<file path="src/design/wfpb_pkg.sv">
// Shared types, character codes and helpers for the wildcard file name pattern builder.
package wfpb_pkg;

   // Character codes recognized by the classifier and the pattern pass.
   localparam logic [7:0] CH_NUL   = 8'h00;
   localparam logic [7:0] CH_SPACE = 8'h20;
   localparam logic [7:0] CH_QUEST = 8'h3F;
   localparam logic [7:0] CH_STAR  = 8'h2A;
   localparam logic [7:0] CH_DOT   = 8'h2E;
   localparam logic [7:0] CH_LOW_A = 8'h61;
   localparam logic [7:0] CH_LOW_Z = 8'h7A;
   localparam logic [7:0] CASE_MASK = 8'hDF;

   // Pattern geometry: eight name positions, the dot, three extension positions.
   localparam int POSITIONS = 12;
   localparam int POS_W     = 5;
   localparam logic [POS_W-1:0] NAME_LEN = 5'd8;
   localparam logic [POS_W-1:0] EXT_LEN  = 5'd3;
   localparam logic [3:0] DOT_POS  = 4'd8;
   localparam logic [3:0] EXT_BASE = 4'd9;

   // One input beat.
   typedef struct packed {
      logic [7:0] char_in;
      logic       is_last;
   } req_type;

   // One result beat.
   typedef struct packed {
      logic [63:0] name_pattern;
      logic [31:0] ext_pattern;
      logic [11:0] care_mask;
      logic        too_long;
   } rsp_type;

   // A classified character as it waits between the front and the back.
   typedef struct packed {
      logic [7:0] char_in;
      logic       is_last;
      logic       is_zero;
      logic       is_dot;
      logic       is_star;
   } beat_type;

   // Fold a lower-case letter to upper case; other bytes pass unchanged.
   function automatic logic [7:0] fold_case(input logic [7:0] c);
      logic [7:0] r;
      r = c;
      if (c >= CH_LOW_A && c <= CH_LOW_Z) begin
         r = c & CASE_MASK;
      end
      return r;
   endfunction

endpackage

</file>
<file path="src/design/wfpb_ram.sv">
// Generic single-write, single-read RAM with registered read data.
module wfpb_ram
   #(parameter int WIDTH = 8,
     parameter int DEPTH = 16,
     localparam int ADDR_W = $clog2(DEPTH))
   (input  logic              clock,
    input  logic              wr_en,
    input  logic [ADDR_W-1:0] wr_addr,
    input  logic [WIDTH-1:0]  wr_data,
    input  logic [ADDR_W-1:0] rd_addr,
    output logic [WIDTH-1:0]  rd_data);

   logic [WIDTH-1:0] mem_ff [DEPTH];
   logic [WIDTH-1:0] rd_data_ff;

   // Write port and registered read port.
   always_ff @(posedge clock) begin
      if (wr_en) begin
         mem_ff[wr_addr] <= wr_data;
      end
      rd_data_ff <= mem_ff[rd_addr];
   end

   assign rd_data = rd_data_ff;

endmodule

</file>
<file path="src/design/wfpb_front.sv">
// Front end: accepts input beats, classifies each character and queues it for the back end.
module wfpb_front
   import wfpb_pkg::*;
   (input  logic     clock,
    input  logic     reset,
    input  logic     push,
    input  req_type  req_data,
    output logic     full,
    output logic     q_valid,
    output beat_type q_beat,
    input  logic     q_pop);

   // Two-entry queue between front and back.
   beat_type   slot_ff [2];
   logic       wr_ptr_ff, wr_ptr_in;
   logic       rd_ptr_ff, rd_ptr_in;
   logic [1:0] cnt_ff, cnt_in;
   logic       do_push, do_pop;
   beat_type   classified;

   // Classify the incoming character.
   always_comb begin
      classified.char_in = req_data.char_in;
      classified.is_last = req_data.is_last;
      classified.is_zero = (req_data.char_in == CH_NUL);
      classified.is_dot  = (req_data.char_in == CH_DOT);
      classified.is_star = (req_data.char_in == CH_STAR);
   end

   assign full    = (cnt_ff == 2'd2);
   assign q_valid = (cnt_ff != 2'd0);
   assign q_beat  = slot_ff[rd_ptr_ff];
   assign do_push = push && !full;
   assign do_pop  = q_pop && q_valid;

   // Pointer and occupancy update.
   always_comb begin
      wr_ptr_in = do_push ? !wr_ptr_ff : wr_ptr_ff;
      rd_ptr_in = do_pop ? !rd_ptr_ff : rd_ptr_ff;
      cnt_in    = cnt_ff;
      if (do_push && !do_pop) begin
         cnt_in = cnt_ff + 2'd1;
      end else if (do_pop && !do_push) begin
         cnt_in = cnt_ff - 2'd1;
      end
   end

   always_ff @(posedge clock) begin
      if (reset) begin
         wr_ptr_ff <= 1'b0;
         rd_ptr_ff <= 1'b0;
         cnt_ff    <= 2'd0;
      end else begin
         wr_ptr_ff <= wr_ptr_in;
         rd_ptr_ff <= rd_ptr_in;
         cnt_ff    <= cnt_in;
      end
   end

   // Queue payload needs no reset.
   always_ff @(posedge clock) begin
      if (do_push) begin
         slot_ff[wr_ptr_ff] <= classified;
      end
   end

endmodule

</file>
<file path="src/design/wfpb_back.sv">
// Back end: stores the name, then walks the stored characters to build pattern and care mask.
module wfpb_back
   import wfpb_pkg::*;
   #(parameter int MAX_CHARS = 16,
     localparam int ADDR_W = $clog2(MAX_CHARS),
     localparam int CNT_W  = $clog2(MAX_CHARS + 1))
   (input  logic     clock,
    input  logic     reset,
    input  logic     q_valid,
    input  beat_type q_beat,
    output logic     q_pop,
    output logic     empty,
    input  logic     pop,
    output rsp_type  rsp_data);

   typedef enum logic [2:0] {ST_LOAD, ST_SETUP, ST_READ, ST_STEP, ST_DONE} state_type;

   state_type      state_ff, state_in;
   logic [CNT_W-1:0] count_ff, count_in;
   logic [CNT_W-1:0] len_ff, len_in;
   logic [CNT_W-1:0] dot_ff, dot_in;
   logic           zero_seen_ff, zero_seen_in;
   logic           dot_seen_ff, dot_seen_in;
   logic           name_star_ff, name_star_in;
   logic           ext_star_ff, ext_star_in;
   logic           overflow_ff, overflow_in;
   logic           part_ff, part_in;
   logic [POS_W-1:0] pos_ff, pos_in;
   logic [3:0]     src_ff, src_in;
   logic [7:0]     pat_ff [POSITIONS];
   logic [7:0]     pat_in [POSITIONS];
   logic [11:0]    care_ff, care_in;
   logic           rsp_valid_ff, rsp_valid_in;
   rsp_type        rsp_data_ff, rsp_data_in;

   logic             ram_wr_en;
   logic [ADDR_W-1:0] ram_wr_addr;
   logic [ADDR_W-1:0] ram_rd_addr;
   logic [7:0]       ram_rd_data;

   logic [CNT_W-1:0] nlen, elen, part_len, width_c, skip_c, src_addr;
   logic [POS_W-1:0] part_width, pos_step;
   logic             part_star, src_ok, stored;
   logic [7:0]       cur_char;
   logic [3:0]       wpos;

   // Character store.
   wfpb_ram #(.WIDTH(8), .DEPTH(MAX_CHARS)) u_store (
      .clock   (clock),
      .wr_en   (ram_wr_en),
      .wr_addr (ram_wr_addr),
      .wr_data (q_beat.char_in),
      .rd_addr (ram_rd_addr),
      .rd_data (ram_rd_data));

   // Part geometry for the walk.
   always_comb begin
      nlen       = dot_seen_ff ? dot_ff : len_ff;
      elen       = len_ff - dot_ff - CNT_W'(1);
      part_len   = part_ff ? elen : nlen;
      part_width = part_ff ? EXT_LEN : NAME_LEN;
      part_star  = part_ff ? ext_star_ff : name_star_ff;
      width_c    = CNT_W'(part_width);
      skip_c     = (part_len < width_c) ? (width_c - part_len) : '0;
      src_ok     = CNT_W'(src_ff) < part_len;
      src_addr   = (part_ff ? (dot_ff + CNT_W'(1)) : '0) + CNT_W'(src_ff);
      cur_char   = src_ok ? ram_rd_data : CH_NUL;
      wpos       = part_ff ? (EXT_BASE + pos_ff[3:0]) : pos_ff[3:0];
      stored     = count_ff < CNT_W'(MAX_CHARS);
   end

   assign ram_rd_addr = src_addr[ADDR_W-1:0];
   assign ram_wr_addr = count_ff[ADDR_W-1:0];
   assign ram_wr_en   = (state_ff == ST_LOAD) && q_valid && stored;
   assign q_pop       = (state_ff == ST_LOAD) && q_valid;

   // Next-state and datapath logic.
   always_comb begin
      state_in     = state_ff;
      count_in     = count_ff;
      len_in       = len_ff;
      dot_in       = dot_ff;
      zero_seen_in = zero_seen_ff;
      dot_seen_in  = dot_seen_ff;
      name_star_in = name_star_ff;
      ext_star_in  = ext_star_ff;
      overflow_in  = overflow_ff;
      part_in      = part_ff;
      pos_in       = pos_ff;
      src_in       = src_ff;
      pat_in       = pat_ff;
      care_in      = care_ff;
      rsp_valid_in = rsp_valid_ff;
      rsp_data_in  = rsp_data_ff;
      pos_step     = pos_ff + POS_W'(1);

      if (pop && rsp_valid_ff) begin
         rsp_valid_in = 1'b0;
      end

      case (state_ff)
         // Store beats that fit, flag overflow; track length, first dot and stars per part.
         ST_LOAD: begin
            if (q_valid) begin
               if (stored) begin
                  count_in = count_ff + CNT_W'(1);
                  if (!zero_seen_ff) begin
                     if (q_beat.is_zero) begin
                        zero_seen_in = 1'b1;
                     end else begin
                        len_in = len_ff + CNT_W'(1);
                        if (q_beat.is_dot && !dot_seen_ff) begin
                           dot_seen_in = 1'b1;
                           dot_in      = count_ff;
                        end else if (q_beat.is_star) begin
                           if (dot_seen_ff) begin
                              ext_star_in = 1'b1;
                           end else begin
                              name_star_in = 1'b1;
                           end
                        end
                     end
                  end
               end else begin
                  overflow_in = 1'b1;
               end
               if (q_beat.is_last) begin
                  state_in = ST_SETUP;
               end
            end
         end
         // Clear the pattern and place the dot if there is one.
         ST_SETUP: begin
            for (int k = 0; k < POSITIONS; k++) begin
               pat_in[k] = CH_NUL;
            end
            care_in = '0;
            if (dot_seen_ff) begin
               pat_in[DOT_POS]  = CH_DOT;
               care_in[DOT_POS] = 1'b1;
            end
            part_in  = 1'b0;
            pos_in   = '0;
            src_in   = '0;
            state_in = ST_READ;
         end
         // Wait for the store read.
         ST_READ: begin
            state_in = ST_STEP;
         end
         // One position step of the walk.
         ST_STEP: begin
            if (!part_star) begin
               if (src_ok) begin
                  pat_in[wpos]  = fold_case(cur_char);
                  care_in[wpos] = (cur_char != CH_QUEST);
               end else begin
                  pat_in[wpos]  = CH_SPACE;
                  care_in[wpos] = 1'b1;
               end
            end else if (cur_char == CH_STAR) begin
               pos_step = pos_ff + POS_W'(1) + POS_W'(skip_c);
            end else if (cur_char != CH_QUEST) begin
               pat_in[wpos]  = fold_case(cur_char);
               care_in[wpos] = 1'b1;
            end
            pos_in = pos_step;
            src_in = src_ff + 4'd1;
            if (pos_step >= part_width) begin
               if (!part_ff && dot_seen_ff) begin
                  part_in  = 1'b1;
                  pos_in   = '0;
                  src_in   = '0;
                  state_in = ST_READ;
               end else begin
                  state_in = ST_DONE;
               end
            end else begin
               state_in = ST_READ;
            end
         end
         // Once the output register is free, hand the result to it and start the next name.
         ST_DONE: begin
            if (!rsp_valid_ff) begin
               for (int k = 0; k < 8; k++) begin
                  rsp_data_in.name_pattern[8*k +: 8] = pat_ff[k];
               end
               for (int k = 0; k < 4; k++) begin
                  rsp_data_in.ext_pattern[8*k +: 8] = pat_ff[8 + k];
               end
               rsp_data_in.care_mask = care_ff;
               rsp_data_in.too_long  = overflow_ff
                                       || (nlen > CNT_W'(NAME_LEN))
                                       || (dot_seen_ff && (elen > CNT_W'(EXT_LEN)));
               rsp_valid_in = 1'b1;
               count_in     = '0;
               len_in       = '0;
               dot_in       = '0;
               zero_seen_in = 1'b0;
               dot_seen_in  = 1'b0;
               name_star_in = 1'b0;
               ext_star_in  = 1'b0;
               overflow_in  = 1'b0;
               state_in     = ST_LOAD;
            end
         end
         default: begin
            state_in = ST_LOAD;
         end
      endcase
   end

   // State and registered outputs.
   always_ff @(posedge clock) begin
      if (reset) begin
         state_ff     <= ST_LOAD;
         count_ff     <= '0;
         len_ff       <= '0;
         dot_ff       <= '0;
         zero_seen_ff <= 1'b0;
         dot_seen_ff  <= 1'b0;
         name_star_ff <= 1'b0;
         ext_star_ff  <= 1'b0;
         overflow_ff  <= 1'b0;
         part_ff      <= 1'b0;
         pos_ff       <= '0;
         src_ff       <= '0;
         rsp_valid_ff <= 1'b0;
         for (int k = 0; k < POSITIONS; k++) begin
            pat_ff[k] <= CH_NUL;
         end
         care_ff      <= '0;
         rsp_data_ff  <= '0;
      end else begin
         state_ff     <= state_in;
         count_ff     <= count_in;
         len_ff       <= len_in;
         dot_ff       <= dot_in;
         zero_seen_ff <= zero_seen_in;
         dot_seen_ff  <= dot_seen_in;
         name_star_ff <= name_star_in;
         ext_star_ff  <= ext_star_in;
         overflow_ff  <= overflow_in;
         part_ff      <= part_in;
         pos_ff       <= pos_in;
         src_ff       <= src_in;
         rsp_valid_ff <= rsp_valid_in;
         pat_ff       <= pat_in;
         care_ff      <= care_in;
         rsp_data_ff  <= rsp_data_in;
      end
   end

   assign empty    = !rsp_valid_ff;
   assign rsp_data = rsp_data_ff;

endmodule

</file>
<file path="src/design/wildcard_filename_pattern_builder.sv">
// A beat that closes a name gives its result after the setup step, up to a read and a place
// step per name position and, if a dot is present, per extension position, and the done step,
// plus any wait for the previous result to be popped. A name loads at one character per cycle
// while the back end loads; each name then adds a read-and-place pattern pass over the store.
// Reset is synchronous and active high; it empties the queue and the result register.
// The character store needs no clearing pass; only characters of the current name are read.
module wildcard_filename_pattern_builder
   import wfpb_pkg::*;
   #(parameter int MAX_CHARS = 16)
   (input  logic    clock,
    input  logic    reset,
    input  logic    push,
    input  req_type req_data,
    output logic    full,
    output logic    empty,
    input  logic    pop,
    output rsp_type rsp_data);

   logic     q_valid;
   logic     q_pop;
   beat_type q_beat;

   // Front end with its beat queue.
   wfpb_front u_front (
      .clock    (clock),
      .reset    (reset),
      .push     (push),
      .req_data (req_data),
      .full     (full),
      .q_valid  (q_valid),
      .q_beat   (q_beat),
      .q_pop    (q_pop));

   // Back end with the character store and the pattern pass.
   wfpb_back #(.MAX_CHARS(MAX_CHARS)) u_back (
      .clock    (clock),
      .reset    (reset),
      .q_valid  (q_valid),
      .q_beat   (q_beat),
      .q_pop    (q_pop),
      .empty    (empty),
      .pop      (pop),
      .rsp_data (rsp_data));

   // The back end never takes a beat from an empty queue.
   assert property (@(posedge clock) disable iff (reset) q_pop |-> q_valid)
      else $error("back end popped an empty queue");

   // A full queue always offers a beat to the back end.
   assert property (@(posedge clock) disable iff (reset) full |-> q_valid)
      else $error("queue full while offering no beat");

   // Coming out of reset no result is waiting.
   assert property (@(posedge clock) $past(reset) |-> empty)
      else $error("result present right after reset");

endmodule
</file>
<file path="config.mk">
export PLATFORM = sky130hd
export DESIGN_NAME = wildcard_filename_pattern_builder
export DESIGN_NICKNAME = d
export VERILOG_FILES = /design/src/design/wfpb_pkg.sv /design/src/design/wfpb_ram.sv /design/src/design/wfpb_front.sv /design/src/design/wfpb_back.sv /design/src/design/wildcard_filename_pattern_builder.sv
export SDC_FILE = /design/constraint.sdc
export NUM_CORES = 1
export LEC_CHECK = 0
export ABC_CLOCK_PERIOD_IN_PS = 5000
export BUFFER_PORTS_ARGS = -buffer_cell sky130_fd_sc_hd__buf_4
export CAP_MARGIN = 15
export CORE_MARGIN = 4
export CORE_UTILIZATION = 34
export CTS_CLUSTER_SIZE = 16
export DETAILED_ROUTE_END_ITERATION = 8
export PLACE_DENSITY = 0.61
export SLEW_MARGIN = 15
export SYNTH_ARGS = -nofsm -noshare
export SYNTH_HDL_FRONTEND = slang
export SYNTH_SLANG_ARGS = --single-unit
</file>
<file path="constraint.sdc">
create_clock -name clock -period 5 [get_ports clock]
set_clock_uncertainty 0.15 [all_clocks]
set_input_delay 0.5 -clock clock [delete_from_list [all_inputs] [get_ports clock]]
set_output_delay 0.5 -clock clock [all_outputs]
set_load 0.05 [all_outputs]
</file>
==> flow_summary.json, run 1 <==
{
  "outcome": "complete, but fails checks",
  "failing_checks": "negative setup slack",
  "multi_input_logic_area_um2": 6470,
  "layout.cells.most_common": "sky130_fd_sc_hd__dfxtp_1",
  "final_cells": 2417,
  "hpwlAfterDp_um": 28500,
  "start_kind": "flip-flop",
  "post_synth_num_cell_types": 63,
  "grt_pass1_wl_um": 67400,
  "finalHoldViolCount": 0,
  "timing.final.crit_period_ns": 5.07,
  "crit_arrival_ns": 5.39,
  "floorplan.initialDensity_pct": 34.6,
  "post-route-cell-area_um2": 20200,
  "area_of_the_mapped_netlist_um2": 16700,
  "floorplan.io_pins": 124,
  "first_iter_violations": 1179,
  "p_leak_uw": 0.00711,
  "report.final.setup_viol": 8,
  "place_area_um2": 18400,
  "cts.htree.levels": 2,
  "mappedNetlistNets": 1630,
  "worst-slew-pin-transition_ns": 1.12,
  "worst_setup_hold_path_clk_slew_ns": 0.06,
  "end_kind": "flip-flop",
  "utilization_pct": 42.0,
  "setup_ws_ns": -0.0734,
  "netlist.top_cell.by_area": "sky130_fd_sc_hd__dfxtp_1",
  "maximum_number_of_pins_on_one_net_before_global_route_repair": 112,
  "placeableCoreArea_um2": 48100,
  "timing.max_cap.violations": 0,
  "route.detailed.drc": 0,
  "synth.area.top_cells": "sky130_fd_sc_hd__dfxtp_1, sky130_fd_sc_hd__edfxtp_1, sky130_fd_sc_hd__nand2_1",
  "worst-path-max-fanout": 5,
  "numClockSinks": 416,
  "initial_antenna_violation_count": 0,
  "drt_wl_total_um": 43800,
  "crit_type": "flip-flop to flip-flop",
  "clock_tree.buffer_depth": 3,
  "post_synth_inst_count": 1586,
  "fin_setup_tns_ns": -0.240,
  "worst_skew_pair.late_latency_ns": 0.56,
  "final_max_slew_viol_count": 0,
  "io_buffers": 123,
  "yosys_register_bits": 416,
  "ant_nets": 0,
  "n_fill_cell": 4588,
  "area.growth.synth_to_final_pct": 21.2,
  "final.period_utilization_pct": 101,
  "detailroute.via_count": 12400,
  "post_drt_via_cell_ratio": 5.15,
  "p_per_area_nw_per_um2": 429,
  "clockRootBuffer": "sky130_fd_sc_hd__clkbuf_16",
  "drt_first_pass_iters": 5,
  "final_cell_mix": "sky130_fd_sc_hd__dfxtp_1, sky130_fd_sc_hd__nand2_1, sky130_fd_sc_hd__buf_4",
  "row_count": 80,
  "globalRouteOverflowTotal": 0,
  "post_route_cells_drive_above_1_share_pct": 19.8,
  "dp.cells": 2307,
  "fmaxAchievable_mhz": 197,
  "ir_worst_vdd_uv": 326,
  "relSlewSlack_pct": 25.1,
  "routedWlPerCell_um": 18.1,
  "synth_enable_flop_cells": 152,
  "antenna_cells_inserted": 0,
  "globalplace.congestion": 0.884,
  "layout.area.seq_um2": 9850,
  "final_net_count": 1772,
  "setup_repair_after_global_routing_missed_its_margin": "yes",
  "synth-async-reset-ratio_pct": 0,
  "global_route.usage.total_pct": 15.7,
  "ys_seq_area_share_pct": 59.1,
  "syn_avg_cell_area_um2": 10.5,
  "ys.flop_type": "sky130_fd_sc_hd__dfxtp_1",
  "cts_made_buffers": 43,
  "required_ns": 5.32,
  "first_global_vias": 11900,
  "synth.top_cell.area_share_pct": 31.7,
  "yosysWarnings": 0,
  "kind_of_path_behind_the_tightest_hold_check": "input port to flip-flop",
  "cts_tree": "yes",
  "fp.dieArea_um2": 52600,
  "die-height_um": 229,
  "die-width_um": 229
}
==> worst max-delay path: stages, from the launching register on <==
cell	delay, ns
sky130_fd_sc_hd__dfxtp_2	0.32
sky130_fd_sc_hd__inv_2	0.06
sky130_fd_sc_hd__ha_4	0.13
sky130_fd_sc_hd__inv_2	0.03
sky130_fd_sc_hd__fa_1	0.44
sky130_fd_sc_hd__a21oi_2	0.18
sky130_fd_sc_hd__inv_2	0.07
sky130_fd_sc_hd__ha_4	0.27
sky130_fd_sc_hd__o21ai_2	0.06
sky130_fd_sc_hd__a221o_1	0.32
sky130_fd_sc_hd__a21oi_2	0.17
sky130_fd_sc_hd__o21ai_2	0.10
sky130_fd_sc_hd__buf_6	0.13
sky130_fd_sc_hd__nor2_4	0.07
sky130_fd_sc_hd__ha_2	0.19
sky130_fd_sc_hd__inv_2	0.04
sky130_fd_sc_hd__fa_1	0.51
sky130_fd_sc_hd__o21ai_2	0.07
sky130_fd_sc_hd__ha_1	0.31
sky130_fd_sc_hd__a211oi_2	0.25
sky130_fd_sc_hd__and4_1	0.29
sky130_fd_sc_hd__nor3_4	0.07
sky130_fd_sc_hd__o311ai_4	0.33
sky130_fd_sc_hd__buf_6	0.17
sky130_fd_sc_hd__nand4_1	0.09
sky130_fd_sc_hd__a31oi_1	0.18
==> flip-flops by register name, indices dropped and copies added, names as in the netlist, 2 cells and up, named ones only <==
| signal | count |
|---|---|
| u_back.care_ff | 12 |
| u_back.count_ff | 5 |
| u_back.dot_ff | 5 |
| u_back.len_ff | 5 |
| u_back.pat_ff | 96 |
| u_back.pos_ff | 5 |
| u_back.rsp_data | 109 |
| u_back.src_ff | 4 |
| u_back.state_ff | 3 |
| u_back.u_store.mem_ff | 128 |
| u_back.u_store.rd_data | 8 |
| u_front.cnt_ff | 2 |
| u_front.slot_ff | 24 |
==> routing by layer <==
metal | wire [um] | GRT usage [%]
met1 | 19700 | 21.7
met2 | 20900 | 26.3
met3 | 2550 | 2.88
met4 | 584 | 2.85
met5 | 0 | 0
==> per-stage QoR <==
step | worst slack, ns | hold WS (ns) | total power [uW]
after floorplan | 0.00454 | 0.278 | 4930
after global placement | -0.130 | 0.286 | 5430
after detailed placement | -0.216 | 0.289 | 5470
after CTS | 0.0128 | 0.00163 | 8650
after global routing | -0.239 | 0.00754 | 9030
final | -0.0734 | 0.0269 | 8660
==> power breakdown <==
group	total, uW	switching, uW	internal (uW)
combinational	1580	1030	544
sequential	3930	149	3780
clock	3150	1320	1830
total	8660	2500	6160
==> area by class of cell <==
| type | instances | share of cell area, % |
|---|---|---|
| tap | 656 | 4.06 |
| inverter | 27 | 0.502 |
| multi-input combinational | 1039 | 32.0 |
| clock inverter | 22 | 0.991 |
| sequential | 416 | 48.8 |
| clock buffer | 56 | 5.87 |
| timing repair buffer | 201 | 7.77 |
==> Yosys cell counts (15+ instances only) <==
master and number:
sky130_fd_sc_hd__nand2b_1 17, sky130_fd_sc_hd__mux4_2 32, sky130_fd_sc_hd__edfxtp_1 152, sky130_fd_sc_hd__a21oi_1 168, sky130_fd_sc_hd__o21ai_0 33, sky130_fd_sc_hd__nand2_1 260
sky130_fd_sc_hd__nor2_1 176, sky130_fd_sc_hd__dfxtp_1 264, sky130_fd_sc_hd__ha_1 27, sky130_fd_sc_hd__a22oi_1 85, sky130_fd_sc_hd__clkbuf_1 84, sky130_fd_sc_hd__nand3_1 25
sky130_fd_sc_hd__mux2_2 15, sky130_fd_sc_hd__inv_1 26, sky130_fd_sc_hd__nor3_1 21
==> repair_timing <==
item | 4_1_cts | 5_1_grt
hold endpoints to repair | 16 | 0
hold buffers | 8 | 0
setup buffers | 17 | 6
resized for setup | 15 | 25
cloned | 1 | 0
pin swaps | 12 | 32
endpoints found under the setup margin | 11 | 11
==> worst paths after layout <==
check | startpoint | endpoint | slack (ns) | cells after the start
max | u_back.dot_ff[0] | u_back.src_ff[3] | -0.07 | 25
min reg2reg | u_back.care_ff[3] | u_back.rsp_data[4] | 0.30 | 2
min | req_data[4] | u_front.slot_ff[1][7] | 0.03 | 1
max reg2reg | u_back.dot_ff[0] | u_back.src_ff[3] | -0.07 | 25
==> cells by family (layout without fill, tap and decap cells) <==
family	Yosys count	after routing	share of synthesized area, %
flip-flops	416	416	59.1
buffers and inverters	131	306	3.12
AND/OR/NAND/NOR	564	564	14.5
XOR/XNOR	23	23	1.21
AO/OA/AOI/OAI	361	361	13.4
adder cells (fa/ha/maj)	31	31	2.51
multiplexers	60	60	6.15
Power figures use the tool's default switching activity.
==> run 2, diff against run 1 <==
BUFFER_PORTS_ARGS = not set   (was -buffer_cell sky130_fd_sc_hd__buf_4)
DONT_BUFFER_PORTS = 1   (was not set)
PLACE_DENSITY = 0.59   (was 0.61)
==> run 2 against run 1 <==
Against the previous run:
- the flow now finishes without violations
- non-clock buffer count rose by 64
- fmax rose by 1.6%
- register-to-register slack improved by 0.08 ns
- highest routed layer unchanged
- critical path type unchanged
- combinational power barely moved
- die area did not move
- setup slack improved by 0.079 ns
- sequential share of layout area fell by 2.2 points
- flip-flop and latch count did not move
- sequential power barely moved
- hold slack improved by 0.074 ns
==> flow_summary.json, run 2 (same netlist as run 1, synthesis figures left out) <==
{
  "hpwlAfterDp_um": 27600,
  "clock_tree.buffer_depth": 3,
  "fmaxAchievable_mhz": 200,
  "antenna_cells_inserted": 0,
  "io_buffers": 0,
  "timing.hold.worst.start": "reset",
  "numClockSinks": 416,
  "fin_setup_tns_ns": 0,
  "timing.hold.ws_ns": 0.101,
  "cts_tree": "yes",
  "die-width_um": 229,
  "worst_setup_hold_path_clk_slew_ns": 0.06,
  "required_ns": 5.33,
  "drt_wl_total_um": 45100,
  "rr_startpoint": "u_back.dot_ff[0]",
  "reg2regPathDepth": 27,
  "max_flop_register": "u_back.u_store.mem_ff",
  "row_count": 80,
  "cts_made_buffers": 42,
  "n_fill_cell": 4432,
  "grt_pass1_wl_um": 71200,
  "first_iter_violations": 1066,
  "cp-startpoint": "u_back.dot_ff[0]",
  "route.detailed.drc": 0,
  "p_per_area_nw_per_um2": 408,
  "cp.depth": 27,
  "setup_repair_after_global_routing_missed_its_margin": "yes",
  "final_max_slew_viol_count": 0,
  "cp.buffers_inverters": 5,
  "worst_skew_pair.late_latency_ns": 0.55,
  "critPathTopFamily": "compound AO/OA/AOI/OAI gates",
  "globalRouteOverflowTotal": 0,
  "timing.critical_path.slowest_stage_cell": "sky130_fd_sc_hd__fa_1",
  "final.period_utilization_pct": 99.9,
  "p_leak_uw": 0.00775,
  "timing.max_cap.violations": 0,
  "first_global_vias": 12700,
  "cts.htree.levels": 2,
  "report.final.setup_viol": 0,
  "worst-path-max-fanout": 5,
  "area.growth.synth_to_final_pct": 27.0,
  "relSlewSlack_pct": 32.5,
  "final_net_count": 1835,
  "timing.hold.worst_path_depth": 3,
  "timing.final.crit_period_ns": 4.99,
  "crit_type": "flip-flop to flip-flop",
  "ir_worst_vdd_uv": 280,
  "start_kind": "flip-flop",
  "placeableCoreArea_um2": 48100,
  "ant_nets": 0,
  "crit_arrival_ns": 5.32,
  "layout.cells.most_common": "sky130_fd_sc_hd__dfxtp_1",
  "clockRootBuffer": "sky130_fd_sc_hd__clkbuf_16",
  "routedWlPerCell_um": 18.2,
  "kind_of_path_behind_the_tightest_hold_check": "input port to flip-flop",
  "critical-path-max-stage-delay_ns": 0.47,
  "drt_first_pass_iters": 5,
  "detailroute.via_count": 12900,
  "finalHoldViolCount": 0,
  "fp.dieArea_um2": 52600,
  "global_route.usage.total_pct": 16.7,
  "die-height_um": 229,
  "final_cell_mix": "sky130_fd_sc_hd__dfxtp_1, sky130_fd_sc_hd__nand2_1, sky130_fd_sc_hd__dlygate4sd3_1",
  "end_kind": "flip-flop",
  "post_route_cells_drive_above_1_share_pct": 11.3,
  "outcome": "finished clean",
  "post_drt_via_cell_ratio": 5.19,
  "floorplan.initialDensity_pct": 34.6,
  "worst-slew-pin-transition_ns": 1.01,
  "maximum_number_of_pins_on_one_net_before_global_route_repair": 209,
  "floorplan.io_pins": 124,
  "globalplace.congestion": 0.840,
  "initial_antenna_violation_count": 0,
  "largest_register_ffs": 128,
  "utilization_pct": 44.0
}
-- run 2: cell count changes in the layout (fill, tap and decap cells not counted), moves of 2 or more --
cell,delta
sky130_fd_sc_hd__dlygate4sd3_1,+201
sky130_fd_sc_hd__buf_4,-134
sky130_fd_sc_hd__clkinv_2,-5
sky130_fd_sc_hd__a32oi_1,+2
sky130_fd_sc_hd__a32oi_2,-2
sky130_fd_sc_hd__buf_6,-2
sky130_fd_sc_hd__clkbuf_8,+2
sky130_fd_sc_hd__clkinv_1,+2
-- run 2: layout make-up --
class | count | area [um^2] | share of cell area, %
clock buffers | 57 | 1190 | 5.62
clock inverters | 20 | 195 | 0.922
inverters | 27 | 101 | 0.479
multi-input cells | 1039 | 6470 | 30.6
flip-flops and latches | 416 | 9850 | 46.6
well taps | 656 | 821 | 3.88
repair buffers | 265 | 2530 | 12.0
-- run 2: tightest hold or removal path, delay by kind of cell --
kind,cells,cell delay (ns)
AO/OA/AOI/OAI,2,0.12
AND/OR/NAND/NOR,1,0.08
-- run 2: routing by layer --
metal	up-vias	routed length [um]	track usage, %
met5	-	0	0
met4	0	1120	5.00
met3	80	2990	3.62
met2	418	21600	27.5
met1	6317	19400	22.1
li1	6055	-	-
-- run 2: through the flow --
step / setup WS [ns] / power [uW] / cells / instance area [um^2]
3_3_place_gp: -0.0957 / 5370 / 2186 / 17500
3_5_place_dp: -0.364 / 5410 / 2186 / 17500
5_1_grt: -0.257 / 9030 / 2480 / 21200
4_1_cts: 0.000138 / 8620 / 2476 / 21000
2_1_floorplan: 0.00454 / 4930 / 1586 / 16700
6_report: 0.00545 / 8630 / 2480 / 21200
-- run 2: where the power goes --
part | switching, uW | leakage, uW | internal [uW]
Clock | 1320 | 0.000661 | 1830
Combinational | 1000 | 0.00357 | 569
Sequential | 131 | 0.00351 | 3780
Total | 2460 | 0.00775 | 6180
-- run 2: worst paths after layout --
kind                         end  slack (ns)
max             u_back.src_ff[3]       0.005
min           u_back.state_ff[1]        0.10
max reg2reg     u_back.src_ff[3]       0.005
min reg2reg  u_back.rsp_data[56]        0.31
-- run 2: what timing repair did --
item                                    4_1_cts  5_1_grt
cloned                                        1        0
gates resized for setup                      13       24
buffers inserted                              2        4
endpoints found under the setup margin       11       76
hold buffers                                210        0
pin swaps                                     6       26
hold endpoints to repair                    259        0
